<file path="src/design/psng_pkg.sv">
`default_nettype none

package psng_pkg;

  // generator constants (ansi c lcg)
  localparam logic [31:0] LCG_MUL = 32'd1103515245;
  localparam logic [31:0] LCG_INC = 32'd12345;

  // q1.14 scaling: 0.1 * 2^14 rounded down, and 1.0
  localparam logic [10:0]        NOISE_GAIN = 11'd1638;
  localparam logic [12:0]        NOISE_BIAS = 13'd1638;
  localparam logic signed [15:0] ONE_Q14    = 16'sd16384;
  localparam logic signed [15:0] MINUS_ONE_Q14 = -16'sd16384;

  // configuration register indexes
  localparam logic [1:0] CFG_SEED          = 2'd0;
  localparam logic [1:0] CFG_VECTOR_LENGTH = 2'd1;
  localparam logic [1:0] CFG_PHASE_LENGTH  = 2'd2;
  localparam logic [1:0] CFG_TOTAL_STEPS   = 2'd3;

  // microprogram addresses
  localparam int unsigned UPC_W = 4;
  localparam logic [UPC_W-1:0] U_IDLE     = 4'd0;
  localparam logic [UPC_W-1:0] U_DISPATCH = 4'd1;
  localparam logic [UPC_W-1:0] U_SGN_MUL  = 4'd2;
  localparam logic [UPC_W-1:0] U_SGN_ADD  = 4'd3;
  localparam logic [UPC_W-1:0] U_SGN_WR   = 4'd4;
  localparam logic [UPC_W-1:0] U_NZ_MUL   = 4'd5;
  localparam logic [UPC_W-1:0] U_NZ_ADD   = 4'd6;
  localparam logic [UPC_W-1:0] U_NZ_SCALE = 4'd7;
  localparam logic [UPC_W-1:0] U_NZ_EMIT  = 4'd8;
  localparam logic [UPC_W-1:0] U_STEP_END = 4'd9;

  typedef enum logic [2:0] {
    JC_NEXT,
    JC_ALWAYS,
    JC_NOT_GO,
    JC_PHASE_RUN,
    JC_MORE
  } psng_jcond_e;

  typedef struct packed {
    logic             prod_en;
    logic             gen_en;
    logic             scale_en;
    logic             sign_wr;
    logic             emit;
    logic             wait_out;
    logic             comp_adv;
    logic             step_upd;
    psng_jcond_e      cond;
    logic [UPC_W-1:0] target;
  } psng_uword_t;

  typedef struct packed {
    logic load_seed;
    logic prod_en;
    logic gen_en;
    logic scale_en;
  } psng_dp_ctrl_t;

  function automatic psng_uword_t psng_ucode(input logic [UPC_W-1:0] addr);
    psng_uword_t w;
    w        = '0;
    w.cond   = JC_NEXT;
    w.target = U_IDLE;
    case (addr)
      U_IDLE: begin
        w.cond   = JC_NOT_GO;
        w.target = U_IDLE;
      end
      U_DISPATCH: begin
        // signs are redrawn only on the first step of a phase
        w.cond   = JC_PHASE_RUN;
        w.target = U_NZ_MUL;
      end
      U_SGN_MUL: w.prod_en = 1'b1;
      U_SGN_ADD: w.gen_en  = 1'b1;
      U_SGN_WR: begin
        w.sign_wr  = 1'b1;
        w.comp_adv = 1'b1;
        w.cond     = JC_MORE;
        w.target   = U_SGN_MUL;
      end
      U_NZ_MUL:   w.prod_en  = 1'b1;
      U_NZ_ADD:   w.gen_en   = 1'b1;
      U_NZ_SCALE: w.scale_en = 1'b1;
      U_NZ_EMIT: begin
        w.emit     = 1'b1;
        w.wait_out = 1'b1;
        w.comp_adv = 1'b1;
        w.cond     = JC_MORE;
        w.target   = U_NZ_MUL;
      end
      U_STEP_END: begin
        w.step_upd = 1'b1;
        w.cond     = JC_ALWAYS;
        w.target   = U_IDLE;
      end
      default: begin
        w.cond   = JC_ALWAYS;
        w.target = U_IDLE;
      end
    endcase
    return w;
  endfunction

endpackage

`default_nettype wire

</file>
<file path="src/design/psng_datapath.sv">
`default_nettype none

module psng_datapath (
  input  wire                     clk_i,
  input  wire                     rst_ni,
  input  psng_pkg::psng_dp_ctrl_t ctrl_i,
  input  wire  [31:0]             seed_i,
  output logic                    draw_sign_o,
  output logic signed [11:0]      noise_o
);

  logic [31:0] gen_q, gen_d;
  logic [31:0] prod_q;
  logic [11:0] scale_q;
  logic [31:0] twom1;
  logic [42:0] scale_full;
  logic [12:0] noise_wide;

  // low word of the lcg product; the increment is added in the following cycle
  always_ff @(posedge clk_i) begin
    if (ctrl_i.prod_en) begin
      prod_q <= gen_q * psng_pkg::LCG_MUL;
    end
  end

  always_comb begin
    gen_d = gen_q;
    if (ctrl_i.load_seed) begin
      gen_d = seed_i;
    end else if (ctrl_i.gen_en) begin
      gen_d = prod_q + psng_pkg::LCG_INC;
    end
  end

  always_ff @(posedge clk_i or negedge rst_ni) begin
    if (!rst_ni) begin
      gen_q <= '0;
    end else begin
      gen_q <= gen_d;
    end
  end

  // (2m + 1) * 1638 >> 31, kept unsigned; NOISE_BIAS is subtracted after the register
  assign twom1      = {gen_q[30:0], 1'b1};
  assign scale_full = 43'(twom1) * 43'(psng_pkg::NOISE_GAIN);

  always_ff @(posedge clk_i) begin
    if (ctrl_i.scale_en) begin
      scale_q <= scale_full[42:31];
    end
  end

  assign noise_wide  = {1'b0, scale_q} - psng_pkg::NOISE_BIAS;
  assign noise_o     = noise_wide[11:0];
  assign draw_sign_o = gen_q[30];

endmodule

`default_nettype wire

</file>
<file path="src/design/phased_sign_noise_generator_core.sv">
`default_nettype none

// Phased sign noise generator. Each input item (a tick) yields one result item per
// component of the vector, each a Q1.14 value sign*1.0 + noise clamped to +-1.0, from
// a 32-bit ANSI C style LCG. A tick with restart high reloads the seed and clears the
// step and phase counts first; ticks after total_steps steps give no result. A small
// microprogram drives one shared multiply/add generator, and every draw is a
// multiply step followed by an add step. The signs are redrawn on the first step
// of each phase, before the noise draws; a tick past the end of the sequence is
// taken without starting the microprogram. Output stalls hold the emit step.
// Input stall is high while a tick is being worked on.
module phased_sign_noise_generator_core #(
  parameter int unsigned MAX_COMPONENTS = 16,
  localparam int unsigned CompW = (MAX_COMPONENTS > 1) ? $clog2(MAX_COMPONENTS) : 1,
  localparam int unsigned NW    = $clog2(MAX_COMPONENTS + 1),
  localparam int unsigned CntW  = (NW > 5) ? NW : 5
) (
  input  wire                clk_i,
  input  wire                rst_ni,
  input  wire                cfg_we_i,
  input  wire  [1:0]         cfg_idx_i,
  input  wire  [31:0]        cfg_data_i,
  input  wire                in_valid_i,
  output logic               in_stall_o,
  input  wire                restart_i,
  output logic               out_valid_o,
  input  wire                out_stall_i,
  output logic signed [15:0] value_o,
  output logic [CompW-1:0]   component_o,
  output logic [30:0]        step_index_o,
  output logic               last_of_step_o,
  output logic               last_of_sequence_o
);

  // configuration registers
  logic [31:0] seed_q;
  logic [4:0]  vlen_q;
  logic [15:0] plen_q;
  logic [30:0] total_q;

  always_ff @(posedge clk_i or negedge rst_ni) begin
    if (!rst_ni) begin
      seed_q  <= '0;
      vlen_q  <= 5'd1;
      plen_q  <= 16'd1;
      total_q <= 31'd1;
    end else if (cfg_we_i) begin
      case (cfg_idx_i)
        psng_pkg::CFG_SEED:          seed_q  <= cfg_data_i;
        psng_pkg::CFG_VECTOR_LENGTH: vlen_q  <= cfg_data_i[4:0];
        psng_pkg::CFG_PHASE_LENGTH:  plen_q  <= cfg_data_i[15:0];
        psng_pkg::CFG_TOTAL_STEPS:   total_q <= cfg_data_i[30:0];
        default: ;
      endcase
    end
  end

  // sequencer
  logic [psng_pkg::UPC_W-1:0] upc_q, upc_d;
  psng_pkg::psng_uword_t      uw;
  psng_pkg::psng_dp_ctrl_t    dp_ctrl;

  logic              in_acc, go, active, hold, fire, cond_true;
  logic [30:0]       eff_step;
  logic [31:0]       eff_step_p1;
  logic [30:0]       step_q, step_d;
  logic [15:0]       phase_q, phase_d, phase_p1, plen_eff;
  logic [CntW-1:0]   n_q, n_sat, vlen_ext;
  logic              final_q;
  logic [CompW-1:0]  comp_q, comp_d;
  logic              comp_last;

  logic              sign_mem [MAX_COMPONENTS];
  logic              sign_rd_q;
  logic              draw_sign;
  logic signed [11:0] noise;
  logic signed [15:0] base, sum, clamped;

  logic              out_valid_q;
  logic signed [15:0] value_q;
  logic [CompW-1:0]  component_q;
  logic [30:0]       step_index_q;
  logic              last_step_q, last_seq_q;

  assign uw         = psng_pkg::psng_ucode(upc_q);
  assign in_stall_o = (upc_q != psng_pkg::U_IDLE);
  assign in_acc     = in_valid_i && !in_stall_o;

  assign eff_step    = restart_i ? 31'd0 : step_q;
  assign eff_step_p1 = {1'b0, eff_step} + 32'd1;
  assign active      = (eff_step < total_q);
  assign go          = in_acc && active;

  assign hold = uw.wait_out && out_valid_q && out_stall_i;
  assign fire = !hold;

  assign comp_last = ((CntW'(comp_q) + CntW'(1)) == n_q);

  always_comb begin
    case (uw.cond)
      psng_pkg::JC_NEXT:      cond_true = 1'b0;
      psng_pkg::JC_ALWAYS:    cond_true = 1'b1;
      psng_pkg::JC_NOT_GO:    cond_true = !go;
      psng_pkg::JC_PHASE_RUN: cond_true = (phase_q != 16'd0);
      psng_pkg::JC_MORE:      cond_true = !comp_last;
      default:                cond_true = 1'b0;
    endcase
  end

  always_comb begin
    if (hold) begin
      upc_d = upc_q;
    end else if (cond_true) begin
      upc_d = uw.target;
    end else begin
      upc_d = upc_q + psng_pkg::UPC_W'(1);
    end
  end

  always_ff @(posedge clk_i or negedge rst_ni) begin
    if (!rst_ni) begin
      upc_q <= psng_pkg::U_IDLE;
    end else begin
      upc_q <= upc_d;
    end
  end

  // clamp vector length to 1..MAX_COMPONENTS
  assign vlen_ext = CntW'(vlen_q);
  always_comb begin
    n_sat = vlen_ext;
    if (vlen_ext == '0) begin
      n_sat = CntW'(1);
    end else if (vlen_ext > CntW'(MAX_COMPONENTS)) begin
      n_sat = CntW'(MAX_COMPONENTS);
    end
  end

  assign plen_eff = (plen_q == 16'd0) ? 16'd1 : plen_q;
  assign phase_p1 = phase_q + 16'd1;

  always_comb begin
    step_d  = step_q;
    phase_d = phase_q;
    if (in_acc && restart_i) begin
      step_d  = '0;
      phase_d = '0;
    end else if (uw.step_upd) begin
      step_d  = step_q + 31'd1;
      phase_d = (phase_p1 >= plen_eff) ? 16'd0 : phase_p1;
    end
  end

  always_comb begin
    comp_d = comp_q;
    if (go) begin
      comp_d = '0;
    end else if (uw.comp_adv && fire) begin
      comp_d = comp_last ? '0 : comp_q + CompW'(1);
    end
  end

  always_ff @(posedge clk_i or negedge rst_ni) begin
    if (!rst_ni) begin
      step_q  <= '0;
      phase_q <= '0;
      comp_q  <= '0;
      n_q     <= CntW'(1);
      final_q <= 1'b0;
    end else begin
      step_q  <= step_d;
      phase_q <= phase_d;
      comp_q  <= comp_d;
      if (go) begin
        n_q     <= n_sat;
        final_q <= (eff_step_p1 == {1'b0, total_q});
      end
    end
  end

  assign dp_ctrl.load_seed = in_acc && restart_i;
  assign dp_ctrl.prod_en   = uw.prod_en && fire;
  assign dp_ctrl.gen_en    = uw.gen_en && fire;
  assign dp_ctrl.scale_en  = uw.scale_en && fire;

  psng_datapath u_datapath (
    .clk_i       (clk_i),
    .rst_ni      (rst_ni),
    .ctrl_i      (dp_ctrl),
    .seed_i      (seed_q),
    .draw_sign_o (draw_sign),
    .noise_o     (noise)
  );

  // per-component sign, 1 means +1
  always_ff @(posedge clk_i) begin
    if (uw.sign_wr) begin
      sign_mem[comp_q] <= draw_sign;
    end
    sign_rd_q <= sign_mem[comp_q];
  end

  assign base = sign_rd_q ? psng_pkg::ONE_Q14 : psng_pkg::MINUS_ONE_Q14;
  assign sum  = base + {{4{noise[11]}}, noise};

  always_comb begin
    clamped = sum;
    if (sum > psng_pkg::ONE_Q14) begin
      clamped = psng_pkg::ONE_Q14;
    end else if (sum < psng_pkg::MINUS_ONE_Q14) begin
      clamped = psng_pkg::MINUS_ONE_Q14;
    end
  end

  // output register
  always_ff @(posedge clk_i or negedge rst_ni) begin
    if (!rst_ni) begin
      out_valid_q <= 1'b0;
    end else if (uw.emit && fire) begin
      out_valid_q <= 1'b1;
    end else if (!out_stall_i) begin
      out_valid_q <= 1'b0;
    end
  end

  always_ff @(posedge clk_i) begin
    if (uw.emit && fire) begin
      value_q      <= clamped;
      component_q  <= comp_q;
      step_index_q <= step_q;
      last_step_q  <= comp_last;
      last_seq_q   <= comp_last && final_q;
    end
  end

  assign out_valid_o        = out_valid_q;
  assign value_o            = value_q;
  assign component_o        = component_q;
  assign step_index_o       = step_index_q;
  assign last_of_step_o     = last_step_q;
  assign last_of_sequence_o = last_seq_q;

  // component index stays inside the vector while a tick is in progress
  assert property (@(posedge clk_i) disable iff (!rst_ni)
    (upc_q != psng_pkg::U_IDLE) |-> (CntW'(comp_q) < n_q))
    else $error("component index beyond vector length");

  // end of sequence only ever marks the end of a step
  assert property (@(posedge clk_i) disable iff (!rst_ni)
    (out_valid_q && last_seq_q) |-> last_step_q)
    else $error("last_of_sequence without last_of_step");

  // step count moves only at a restart or at the end of a step
  assert property (@(posedge clk_i) disable iff (!rst_ni)
    (!in_acc && (upc_q != psng_pkg::U_STEP_END)) |=> $stable(step_q))
    else $error("step count changed mid-step");

endmodule

`default_nettype wire
</file>
<file path="config.mk">
export PLATFORM = sky130hd
export DESIGN_NAME = phased_sign_noise_generator_core
export DESIGN_NICKNAME = d
export VERILOG_FILES = /design/src/design/psng_pkg.sv /design/src/design/psng_datapath.sv /design/src/design/phased_sign_noise_generator_core.sv
export SDC_FILE = /design/constraint.sdc
export NUM_CORES = 1
export LEC_CHECK = 0
export ABC_AREA = 0
export BUFFER_PORTS_ARGS = -buffer_cell sky130_fd_sc_hd__buf_2
export CAP_MARGIN = 20
export CORE_AREA = 2 2 267 269
export DETAILED_ROUTE_END_ITERATION = 16
export DIE_AREA = 0 0 269 271
export GPL_TIMING_DRIVEN = 0
export RECOVER_POWER = 25
export SLEW_MARGIN = 10
export SYNTH_ARGS = -nofsm -noshare
export SYNTH_HDL_FRONTEND = slang
export SYNTH_SLANG_ARGS = --single-unit
</file>
<file path="constraint.sdc">
create_clock -name clk_i -period 7.8 [get_ports clk_i]
set_clock_uncertainty 0.05 [all_clocks]
set_input_delay 1.56 -clock clk_i [delete_from_list [all_inputs] [get_ports clk_i]]
set_output_delay 1.56 -clock clk_i [all_outputs]
set_load 0.05 [all_outputs]
</file>
==> results_dict.tcl, run 1 <==
set metrics [dict create \
    status "complete, but fails checks" \
    violations "capacitance limit, slew limit" \
    seq_area_frac_synth_pct 29.2 \
    grt_pass1_vias 19200 \
    period_share_pct 94.7 \
    cp-end-kind "flip-flop" \
    max_cap_violations 2 \
    cp_slowest_stage_delay_ps 590 \
    synth_mux_area_share_pct 4.31 \
    hold_buffers 0 \
    hp-class "flip-flop to flip-flop" \
    drt_iter0_drc 1191 \
    synth_top_family_by_area "adder cells" \
    postSynthCellCount 2484 \
    clock_sinks 287 \
    gp_congestion 0.940 \
    synth_compound_area_share_pct 6.94 \
    hold_end "step_index_o[25]" \
    via_count 18000 \
    grt_max_degree 109 \
    route.detailed.drc 0 \
    cts_tree "done" \
    overflow 0 \
    ctsRootBufferMaster "clkbuf_16" \
    crit_arrival_ps 7630 \
    min-delay-start "step_q[25]" \
    synth_adder_area_share_pct 36.2 \
    synth-simple-area-share_pct 9.86 \
    via_per_inst 5.01 \
    yosysUniqueCellTypes 73 \
    worst_r2r_endpoint "u_datapath.prod_q[29]" \
    fin_ws_ps 411 \
    r2r_start "u_datapath.gen_q[7]" \
    drive_gt1_share_pct 10.6 \
    numCtsBuffers 35 \
    syn2layout_area_growth_pct 11.0 \
    ios 95 \
    grt_usage_pct 18.8 \
    critPathMostFrequentCell "fa_1" \
    syn_area_um2 26500 \
    avgSynthCellArea_um2 10.7 \
    period_minus_slack_ps 7390 \
    fp.dieArea_um2 72900 \
    use_met2_pct 30.6 \
    dr.pass1.iters 7 \
    globalRouteMet1Util_pct 25.3 \
    met3_usage_pct 2.95 \
    insertion_delay_ps 550 \
    nets 3258 \
    cp_max_fo 9 \
    busiest_layer "met2" \
    critPathRequiredTime_ps 8040 \
    hold-path-cell-count 0 \
    wl_per_cell_um 18.5 \
    max_freq_ghz 0.135 \
    tightest_slew_ps 3860 \
    synth-seq-cells 287 \
    relSlewSlack_pct -157 \
    antenna_found_initial 1 \
    ff2ff_setup_slack_ps 410 \
    dp_slack_ps 16.1 \
    final_antenna_net_count 0 \
    die_w_um 269 \
    maxSlewViolCount 99 \
    final_core_util_pct 42.1 \
    setup-violations-final 0 \
    fp.dieH_um 271 \
    grt_pass1_wl_um 107000 \
    std_cell_rows 97 \
    cp_slowest_cell "ha_2" \
    h-tree-depth 2 \
    start_kind "flip-flop" \
    cts_buffer_depth 3 \
    postCtsSetupRepairBufs 0 \
    dpl.hpwl_um 54900 \
    reg2reg_depth 25 \
    portBuffers 93 \
    drt-total-wl_um 66200 \
    initial_core_util_pct 37.9 \
    core_um2 69800 \
    path_clk_slew_ps 60 \
    ys_warn_count 0 \
    synth_xor_area_share_pct 6.48 \
    worstSetupPathType "flip-flop to flip-flop" \
    hold_viol_final 0 \
    synth_edf_count 110 \
    ys_dominant_reg_cell "dfrtp_1" \
    async_flop_share_pct 61.3 \
    synth_fp_nets 3125 \
    rsz0062_at_grt "no" \
]
-- cell usage after synthesis, types with 6 or more instances --
master	n	area (um2)
inv_1	438	1640
ha_1	326	4080
fa_1	275	5510
dfrtp_1	172	4300
nand2_1	135	507
xnor2_1	115	1010
edfxtp_1	110	3300
nor2_1	105	394
o21ai_0	99	495
mux2_2	85	957
xor2_1	81	709
a21oi_1	66	330
nand3_1	55	275
clkbuf_1	43	161
nor2b_1	39	244
nand4_1	30	188
nor3_1	29	145
a21o_1	27	203
a31oi_1	20	125
and3_1	18	113
nand3b_1	18	135
nand2b_1	17	106
and2_1	13	81.3
nor4_1	13	81.3
a211oi_1	12	90.1
or3_1	10	62.6
o21a_1	9	67.6
or2_2	9	56.3
a32o_1	8	80.1
mux2i_1	7	70.1
o211ai_1	7	52.6
a211o_1	6	52.6
-- what timing repair did --
item	CTS	global route
resized for setup	3	10
setup endpoints to repair	2	4
pin swaps	0	0
-- routing by layer --
metal / vias up / wire length (um) / share of wire (%)
met5: - / 0 / 0
met4: 0 / 2490 / 3.8
met3: 114 / 3370 / 5.1
met2: 413 / 30700 / 46
met1: 8914 / 29600 / 45
li1: 8527 / - / -
-- cells by family after synthesis --
family | Yosys count
flops | 287
buf+inv | 491
simple gates | 517
xor+xnor | 196
fa+ha+maj | 601
mux | 97
compound gates | 295
-- layout make-up --
cell class | count | area (um2)
Antenna cell | 1 | 2.50
Buffer | 52 | 206
Clock buffer | 42 | 922
Clock inverter | 20 | 238
Fill cell | 6611 | 40400
Inverter | 438 | 1640
Multi-Input combinational cell | 1706 | 16900
Sequential cell | 287 | 7740
Tap cell | 940 | 1180
Timing Repair Buffer | 97 | 519
-- metrics by stage --
stage	hold slack, ps	cells	cell area, um2	TNS, ps
2_1_floorplan	370	2484	26500	0
3_3_place_gp	382	3517	28100	-81.4
3_5_place_dp	385	3520	28200	0
4_1_cts	403	3582	29400	0
5_1_grt	416	3582	29400	0
6_report	400	3583	29400	0
-- placed cells by master (no fill, tap or decap), drive strengths merged, types with 6 or more instances in the layout --
cell type	Yosys	final
and2	13	13
xnor2	115	115
mux2	85	85
and3	18	18
dfrtp	172	172
o21a	9	9
a31oi	20	20
fa	275	275
a32o	8	8
clkinv	0	10
buf	10	104
o211ai	7	7
or3	11	11
clkbuf	43	87
a211o	6	6
nor4	13	13
nand3b	18	18
a21oi	66	66
inv	438	441
o21ai	102	102
edfxtp	110	110
nand2b	17	17
a21o	27	27
nor3	30	30
xor2	81	81
nand3	56	56
nand4	30	30
or2	10	10
mux2i	7	7
ha	326	326
nor2	105	105
nor2b	39	39
a211oi	12	12
nand2	135	135
-- worst max path at each step --
stage | to | slack, ps | cells past startpoint | from
after global placement | u_datapath.prod_q[30] | -40 | 25 | u_datapath.gen_q[4]
after detailed placement | u_datapath.prod_q[30] | 20 | 22 | u_datapath.gen_q[0]
after CTS | u_datapath.prod_q[30] | 90 | 25 | u_datapath.gen_q[5]
after global routing | u_datapath.prod_q[28] | 20 | 24 | u_datapath.gen_q[3]
final | u_datapath.prod_q[29] | 410 | 25 | u_datapath.gen_q[7]
after floorplan | u_datapath.prod_q[28] | 1060 | 25 | u_datapath.gen_q[4]
-- worst max-delay path, delay by kind of cell (launching register included) --
| family | cells | cell delay [ps] |
|---|---|---|
| AOI/OAI and AO/OA | 5 | 1030 |
| xor gates and xnor gates | 2 | 520 |
| adders and majority gates | 9 | 4270 |
| buffers and inverters | 5 | 280 |
| DFF | 1 | 570 |
| and+or+nand+nor | 4 | 440 |
-- state kept, by name, indices dropped and copies added, names as in the netlist, 12 cells and up --
signal,cells
seed_q,31
step_index_o,31
step_q,31
total_q,31
u_datapath.gen_q,31
u_datapath.prod_q,31
phase_q,16
plen_q,16
sign_mem,16
value_o,14
u_datapath.scale_q,12
Power of run 1 is left out: the tool's default activity adds up to more than one toggle a clock period on the data nets, which glitch-free logic cannot reach.
==> run 2, diff against run 1 <==
--- a/config.mk
+++ b/config.mk
@@ -5,14 +5,14 @@
 export SDC_FILE = /design/constraint.sdc
 export NUM_CORES = 1
 export LEC_CHECK = 0
-export ABC_AREA = 0
+export ABC_AREA = 1
 export BUFFER_PORTS_ARGS = -buffer_cell sky130_fd_sc_hd__buf_2
 export CAP_MARGIN = 20
-export CORE_AREA = 2 2 267 269
+export CORE_AREA = 2 2 277 279
 export DETAILED_ROUTE_END_ITERATION = 16
-export DIE_AREA = 0 0 269 271
+export DIE_AREA = 0 0 279 281
 export GPL_TIMING_DRIVEN = 0
-export RECOVER_POWER = 25
+export HOLD_SLACK_MARGIN = 0.05
 export SLEW_MARGIN = 10
 export SYNTH_ARGS = -nofsm -noshare
 export SYNTH_HDL_FRONTEND = slang
==> results_dict.tcl, run 2 <==
set metrics [dict create \
    p_clk_share_pct 43.6 \
    p_comb_share_pct 8.5 \
    maxSlewViolCount 0 \
    antenna_found_initial 3 \
    cp_num_buf_inv 5 \
    finalPower_w 0.00351 \
    via_count 22000 \
    final_antenna_net_count 0 \
    tns_ps 0 \
    cts_tree "done" \
    fp.dieH_um 281 \
    hold_viol_final 0 \
    synth-seq-cells 287 \
    dpl.hpwl_um 64600 \
    grt_pass1_wl_um 122000 \
    synth_edf_count 110 \
    async_flop_share_pct 61.3 \
    synth_fp_nets 3887 \
    hold_buffers 0 \
    portBuffers 93 \
    hp-class "flip-flop to flip-flop" \
    cts_buffer_depth 3 \
    p_seq_share_pct 47.9 \
    period_minus_slack_ps 7310 \
    synth_area_leaders "fa_1 (19%), dfrtp_1 (15%), ha_1 (14%), edfxtp_1 (12%), inv_1 (9.0%)" \
    route.detailed.drc 0 \
    fp.dieArea_um2 78400 \
    final_common_cell "inv_1" \
    max_cap_violations 0 \
    grt_usage_pct 20.2 \
    cp_slowest_stage_delay_ps 600 \
    start_kind "flip-flop" \
    initial_core_util_pct 37.7 \
    grt_pass1_vias 21800 \
    period_share_pct 93.7 \
    status "finished clean" \
    seq_area_frac_synth_pct 27.2 \
    netlist.area_leader.share_pct 19.4 \
    tightest_slew_ps 937 \
    cp_top_family "adder cells" \
    relSlewSlack_pct 37.3 \
    clock_sinks 287 \
    dr.pass1.iters 6 \
    yosysTopAreaCell "fa_1" \
    grt_max_degree 102 \
    ctsResizeCount 0 \
    cp_max_fo 9 \
    gp_congestion 0.924 \
    p_sw_share_pct 25.4 \
    synth.most_common_cell "inv_1" \
    avgSynthCellArea_um2 8.76 \
    die_w_um 279 \
    critPathMostFrequentCell "fa_1" \
    max_freq_ghz 0.137 \
    worstSetupPathType "flip-flop to flip-flop" \
    syn_area_um2 28400 \
    final_core_util_pct 41.4 \
    powerDensity_nw_per_um2 112 \
    power.leakage_nw 15.7 \
    wl_per_cell_um 17.7 \
    nFillCells 7529 \
    postCtsSetupRepairBufs 0 \
    cp_slowest_cell "dfrtp_1" \
    ys_dominant_reg_cell "dfrtp_1" \
    drt-total-wl_um 77700 \
    h-tree-depth 2 \
    cp-end-kind "flip-flop" \
    diodes 0 \
    cp_cell_sequence "ha_1, clkbuf_1, xor2_1, ha_1, a21oi_1, fa_1, fa_1, inv_1, fa_1, ha_1, fa_1, inv_1, fa_1, inv_1, ha_1, a21oi_1, inv_1, a21oi_1, o21a_1, nand3_1, a21oi_1, o21ai_0, xor2_1" \
    intPower_w 0.00262 \
    synthTopCellsByCount "inv_1 (682), nand2_1 (560), ha_1 (326)" \
    yosysUniqueCellTypes 53 \
    ff2ff_setup_slack_ps 490 \
    path_clk_slew_ps 50 \
    placed_cell_area_um2 30200 \
    postSynthCellCount 3246 \
    final_cell_area_um2 31300 \
    std_cell_rows 101 \
    insertion_delay_ps 560 \
    setup-violations-final 0 \
    ir_drop_uv 115 \
    core_um2 75400 \
    ctsRootBufferMaster "clkbuf_16" \
    p_sw_w 0.000893 \
    final_cell_mix "inv_1 (682), nand2_1 (559), ha_1 (326), fa_1 (275), nor2_1 (181)" \
    overflow 0 \
    syn2layout_area_growth_pct 9.88 \
    critPathRequiredTime_ps 8050 \
    rsz0062_at_grt "no" \
    via_per_inst 5.01 \
    numCtsBuffers 34 \
    drive_gt1_share_pct 7.11 \
    crit_arrival_ps 7560 \
    nets 4018 \
    drt_iter0_drc 1706 \
    ys_warn_count 0 \
    ios 95 \
]
run 2: cell count changes after synthesis, sizes merged, moves of 20 or more:
| cell | change |
|---|---|
| mux2 | -85 |
| buf | +23 |
| nand3 | +106 |
| nand2 | +430 |
| nor3 | +21 |
| nor2b | -39 |
| xor2 | +29 |
| inv | +258 |
| o21ai | +54 |
| a21oi | +45 |
| xnor2 | -71 |
| nor2 | +96 |
| a21o | -20 |
run 2: cells by family (layout without fill, tap and decap cells):
kind of cell,after synthesis,count (layout),share of synthesized area (%)
simple gates,1080,1080,16.8
xor+xnor,155,155,4.82
fa+ha+maj,601,601,33.7
compound gates,361,361,7.21
flops,287,287,27.2
buf+inv,762,918,10.3
run 2: cell type report:
cell class / instances / area, um2 / area share, %
Clock buffer: 52 / 950 / 3.04
Clock inverter: 9 / 87.6 / 0.280
Timing Repair Buffer: 95 / 523 / 1.67
Multi-Input combinational cell: 2197 / 17800 / 57.0
Buffer: 62 / 294 / 0.941
Tap cell: 978 / 1220 / 3.92
Inverter: 700 / 2630 / 8.41
Sequential cell: 287 / 7730 / 24.7
run 2: path summary, 6_finish.rpt:
path                                     start               endpoint  depth (start not counted)
max in group asynchronous               rst_ni    u_datapath.gen_q[7]                          2
min reg2reg                         step_q[12]       step_index_o[12]                          0
max                        u_datapath.gen_q[4]  u_datapath.prod_q[29]                         23
max reg2reg                u_datapath.gen_q[4]  u_datapath.prod_q[29]                         23
min in group asynchronous               rst_ni             step_q[26]                          1
min                                 step_q[12]       step_index_o[12]                          0
run 2: worst reg2reg max path, cell delays in order, from the launching register on:
cell	delay (ps)
dfrtp_1	600
ha_1	460
clkbuf_1	300
xor2_1	520
ha_1	250
a21oi_1	50
fa_1	490
fa_1	570
inv_1	60
fa_1	450
ha_1	320
fa_1	540
inv_1	50
fa_1	530
inv_1	40
ha_1	350
a21oi_1	260
inv_1	90
a21oi_1	130
o21a_1	140
nand3_1	190
a21oi_1	330
o21ai_0	150
xor2_1	150
run 2: stage by stage:
| step | hold slack (ps) | setup slack [ps] | std cells |
|---|---|---|---|
| global route | 401 | 87.8 | 4380 |
| global placement | 377 | 383 | 4317 |
| CTS | 392 | 369 | 4380 |
| detailed placement | 378 | 383 | 4319 |
| floorplan | 370 | 1460 | 3246 |
| finish | 389 | 495 | 4380 |
run 2: power by group through the flow:
stage | registers [W] | logic, W | clock network [W]
after floorplan | 0.00169 | 0.000206 | 0
after global placement | 0.00171 | 0.000291 | 0
after detailed placement | 0.00171 | 0.000301 | 0
after CTS | 0.00168 | 0.000302 | 0.00156
after global routing | 0.00169 | 0.000353 | 0.00163
final | 0.00168 | 0.000300 | 0.00153
run 2: per-layer routing:
layer	vias up	part of all wire [%]	GRT usage [%]
met5	-	0.035	0
met3	118	6.5	3.17
met1	10600	47	29.3
met4	4	2.9	6.11
met2	651	43	30.8
li1	10600	-	-
Power figures use the tool's default switching activity.
==> run 3, diff against run 2 <==
--- a/config.mk
+++ b/config.mk
@@ -9,10 +9,12 @@
 export BUFFER_PORTS_ARGS = -buffer_cell sky130_fd_sc_hd__buf_2
 export CAP_MARGIN = 20
 export CORE_AREA = 2 2 277 279
+export CTS_BUF_LIST = sky130_fd_sc_hd__clkbuf_2 sky130_fd_sc_hd__clkbuf_4 sky130_fd_sc_hd__clkbuf_8
 export DETAILED_ROUTE_END_ITERATION = 16
 export DIE_AREA = 0 0 279 281
 export GPL_TIMING_DRIVEN = 0
 export HOLD_SLACK_MARGIN = 0.05
+export REMOVE_ABC_BUFFERS = 1
 export SLEW_MARGIN = 10
 export SYNTH_ARGS = -nofsm -noshare
 export SYNTH_HDL_FRONTEND = slang
==> results_dict.tcl, run 3 (synthesized netlist as in run 2, its figures left out) <==
set metrics [dict create \
    use_met2_pct 30.7 \
    postCtsSetupRepairBufs 0 \
    hold_buffers 0 \
    clock_sinks 287 \
    wl_per_cell_um 17.3 \
    relSlewSlack_pct 30.0 \
    grt_max_degree 99 \
    nets 3974 \
    tns_ps 0 \
    grt_pass1_wl_um 119000 \
    numCtsBuffers 49 \
    ctsResizeCount 0 \
    portBuffers 93 \
    hold-path-cell-count 2 \
    grt_usage_pct 19.5 \
    ir_drop_uv 92.2 \
    ios 95 \
    tightest_slew_ps 1050 \
    initial_core_util_pct 37.7 \
    busiest_layer "met2" \
    hold_end "seed_q[7]" \
    p_seq_share_pct 49.0 \
    std_cell_rows 101 \
    cp_max_fo 8 \
    period_minus_slack_ps 7280 \
    crit_arrival_ps 7600 \
    cp-end-kind "flip-flop" \
    final_antenna_net_count 0 \
    intPower_w 0.00256 \
    fp.dieArea_um2 78400 \
    worst_r2r_endpoint "u_datapath.prod_q[29]" \
    syn2layout_area_growth_pct 9.12 \
    via_count 21700 \
    final_cell_mix "inv_1 (682), nand2_1 (559), ha_1 (326), fa_1 (275), nor2_1 (181)" \
    worstSetupPathType "flip-flop to flip-flop" \
    critPathRequiredTime_ps 8120 \
    antenna_found_initial 2 \
    period_share_pct 93.3 \
    h-tree-depth 2 \
    overflow 0 \
    cts_buffer_depth 3 \
    r2r_start "u_datapath.gen_q[6]" \
    hold_viol_final 0 \
    setup-violations-final 0 \
    met3_usage_pct 3.70 \
    core_um2 75400 \
    placed_cell_area_um2 30000 \
    drt-total-wl_um 75200 \
    dpl.hpwl_um 61600 \
    route.detailed.drc 0 \
    final_cell_area_um2 31000 \
    insertion_delay_ps 630 \
    ctsRootBufferMaster "clkbuf_8" \
    hp-class "flip-flop to flip-flop" \
    dr.pass1.iters 5 \
    die_w_um 279 \
    max_cap_violations 0 \
    globalRouteMet1Util_pct 27.2 \
    p_clk_share_pct 42.4 \
    powerDensity_nw_per_um2 111 \
    cp_slowest_stage_delay_ps 630 \
    final_common_cell "inv_1" \
    power.leakage_nw 15.6 \
    status "finished clean" \
    drive_gt1_share_pct 7.56 \
    via_per_inst 4.99 \
    path_clk_slew_ps 60 \
    p_comb_share_pct 8.6 \
    fp.dieH_um 281 \
    max_freq_ghz 0.137 \
    drt_iter0_drc 1539 \
    cp_slowest_cell "dfrtp_1" \
    critPathMostFrequentCell "inv_1" \
    p_sw_share_pct 25.3 \
    rsz0062_at_grt "no" \
    start_kind "flip-flop" \
    reg2reg_depth 26 \
    gp_congestion 0.917 \
    cts_tree "done" \
    ff2ff_setup_slack_ps 520 \
    p_sw_w 0.000869 \
    maxSlewViolCount 0 \
    grt_pass1_vias 21500 \
    min-delay-start "seed_q[7]" \
]
[run 3: cell count changes in the layout (fill, tap and decap cells not counted), sizes merged]
cell	change
clkinvlp	+1
diode	+1
buf	-30
clkinv	+8
inv	-1
clkbuf	-9
bufinv	+2
[run 3: worst max-delay path: cells and delay by family (launching register included)]
family	cells	cell delay [ps]
adders and majority gates	9	4020
AOI/OAI and AO/OA	2	380
and+or+nand+nor	6	1010
DFF	1	630
buffers and inverters	7	540
xor gates and xnor gates	2	380
[run 3: per-layer routing]
metal / wire length (um) / share of wire [%]
met1: 35000 / 46
met4: 1860 / 2.5
met3: 4750 / 6.3
met5: 11 / 0.015
met2: 33600 / 45
[run 3: area by class of cell]
type	instances	area, um2
clock buffer	72	872
tap	978	1220
sequential	287	7730
multi-input combinational	2197	17800
inverter	700	2630
clock inverter	19	178
fill	7446	44400
antenna	1	2.50
timing repair buffer	98	583
[run 3: how the worst max path moves through the flow]
stage                                    from                     to  cells past startpoint
after floorplan           u_datapath.gen_q[7]  u_datapath.prod_q[29]                     26
after global placement    u_datapath.gen_q[8]  u_datapath.prod_q[29]                     23
final                     u_datapath.gen_q[6]  u_datapath.prod_q[29]                     26
after CTS                 u_datapath.gen_q[8]  u_datapath.prod_q[29]                     23
after global routing      u_datapath.gen_q[6]  u_datapath.prod_q[29]                     26
after detailed placement  u_datapath.gen_q[8]  u_datapath.prod_q[29]                     23
[run 3: stage by stage]
stage          cells  total power [W]  setup WS, ps  util [%]  hold slack [ps]
6_report        4352          0.00343           523      41.1              434
5_1_grt         4351          0.00360          78.4      41.1              452
4_1_cts         4351          0.00348           366      41.1              437
3_5_place_dp    4260          0.00200           359      39.7              420
3_3_place_gp    4255          0.00199           332      39.5              418
2_1_floorplan   3184          0.00189          1460         -              395
[run 3: power by group through the flow]
stage | sequential [W] | combinational, W | clock, W
after floorplan | 0.00169 | 0.000202 | 0
after global placement | 0.00171 | 0.000286 | 0
after detailed placement | 0.00171 | 0.000297 | 0
after CTS | 0.00168 | 0.000299 | 0.00150
after global routing | 0.00169 | 0.000344 | 0.00157
final | 0.00168 | 0.000295 | 0.00146
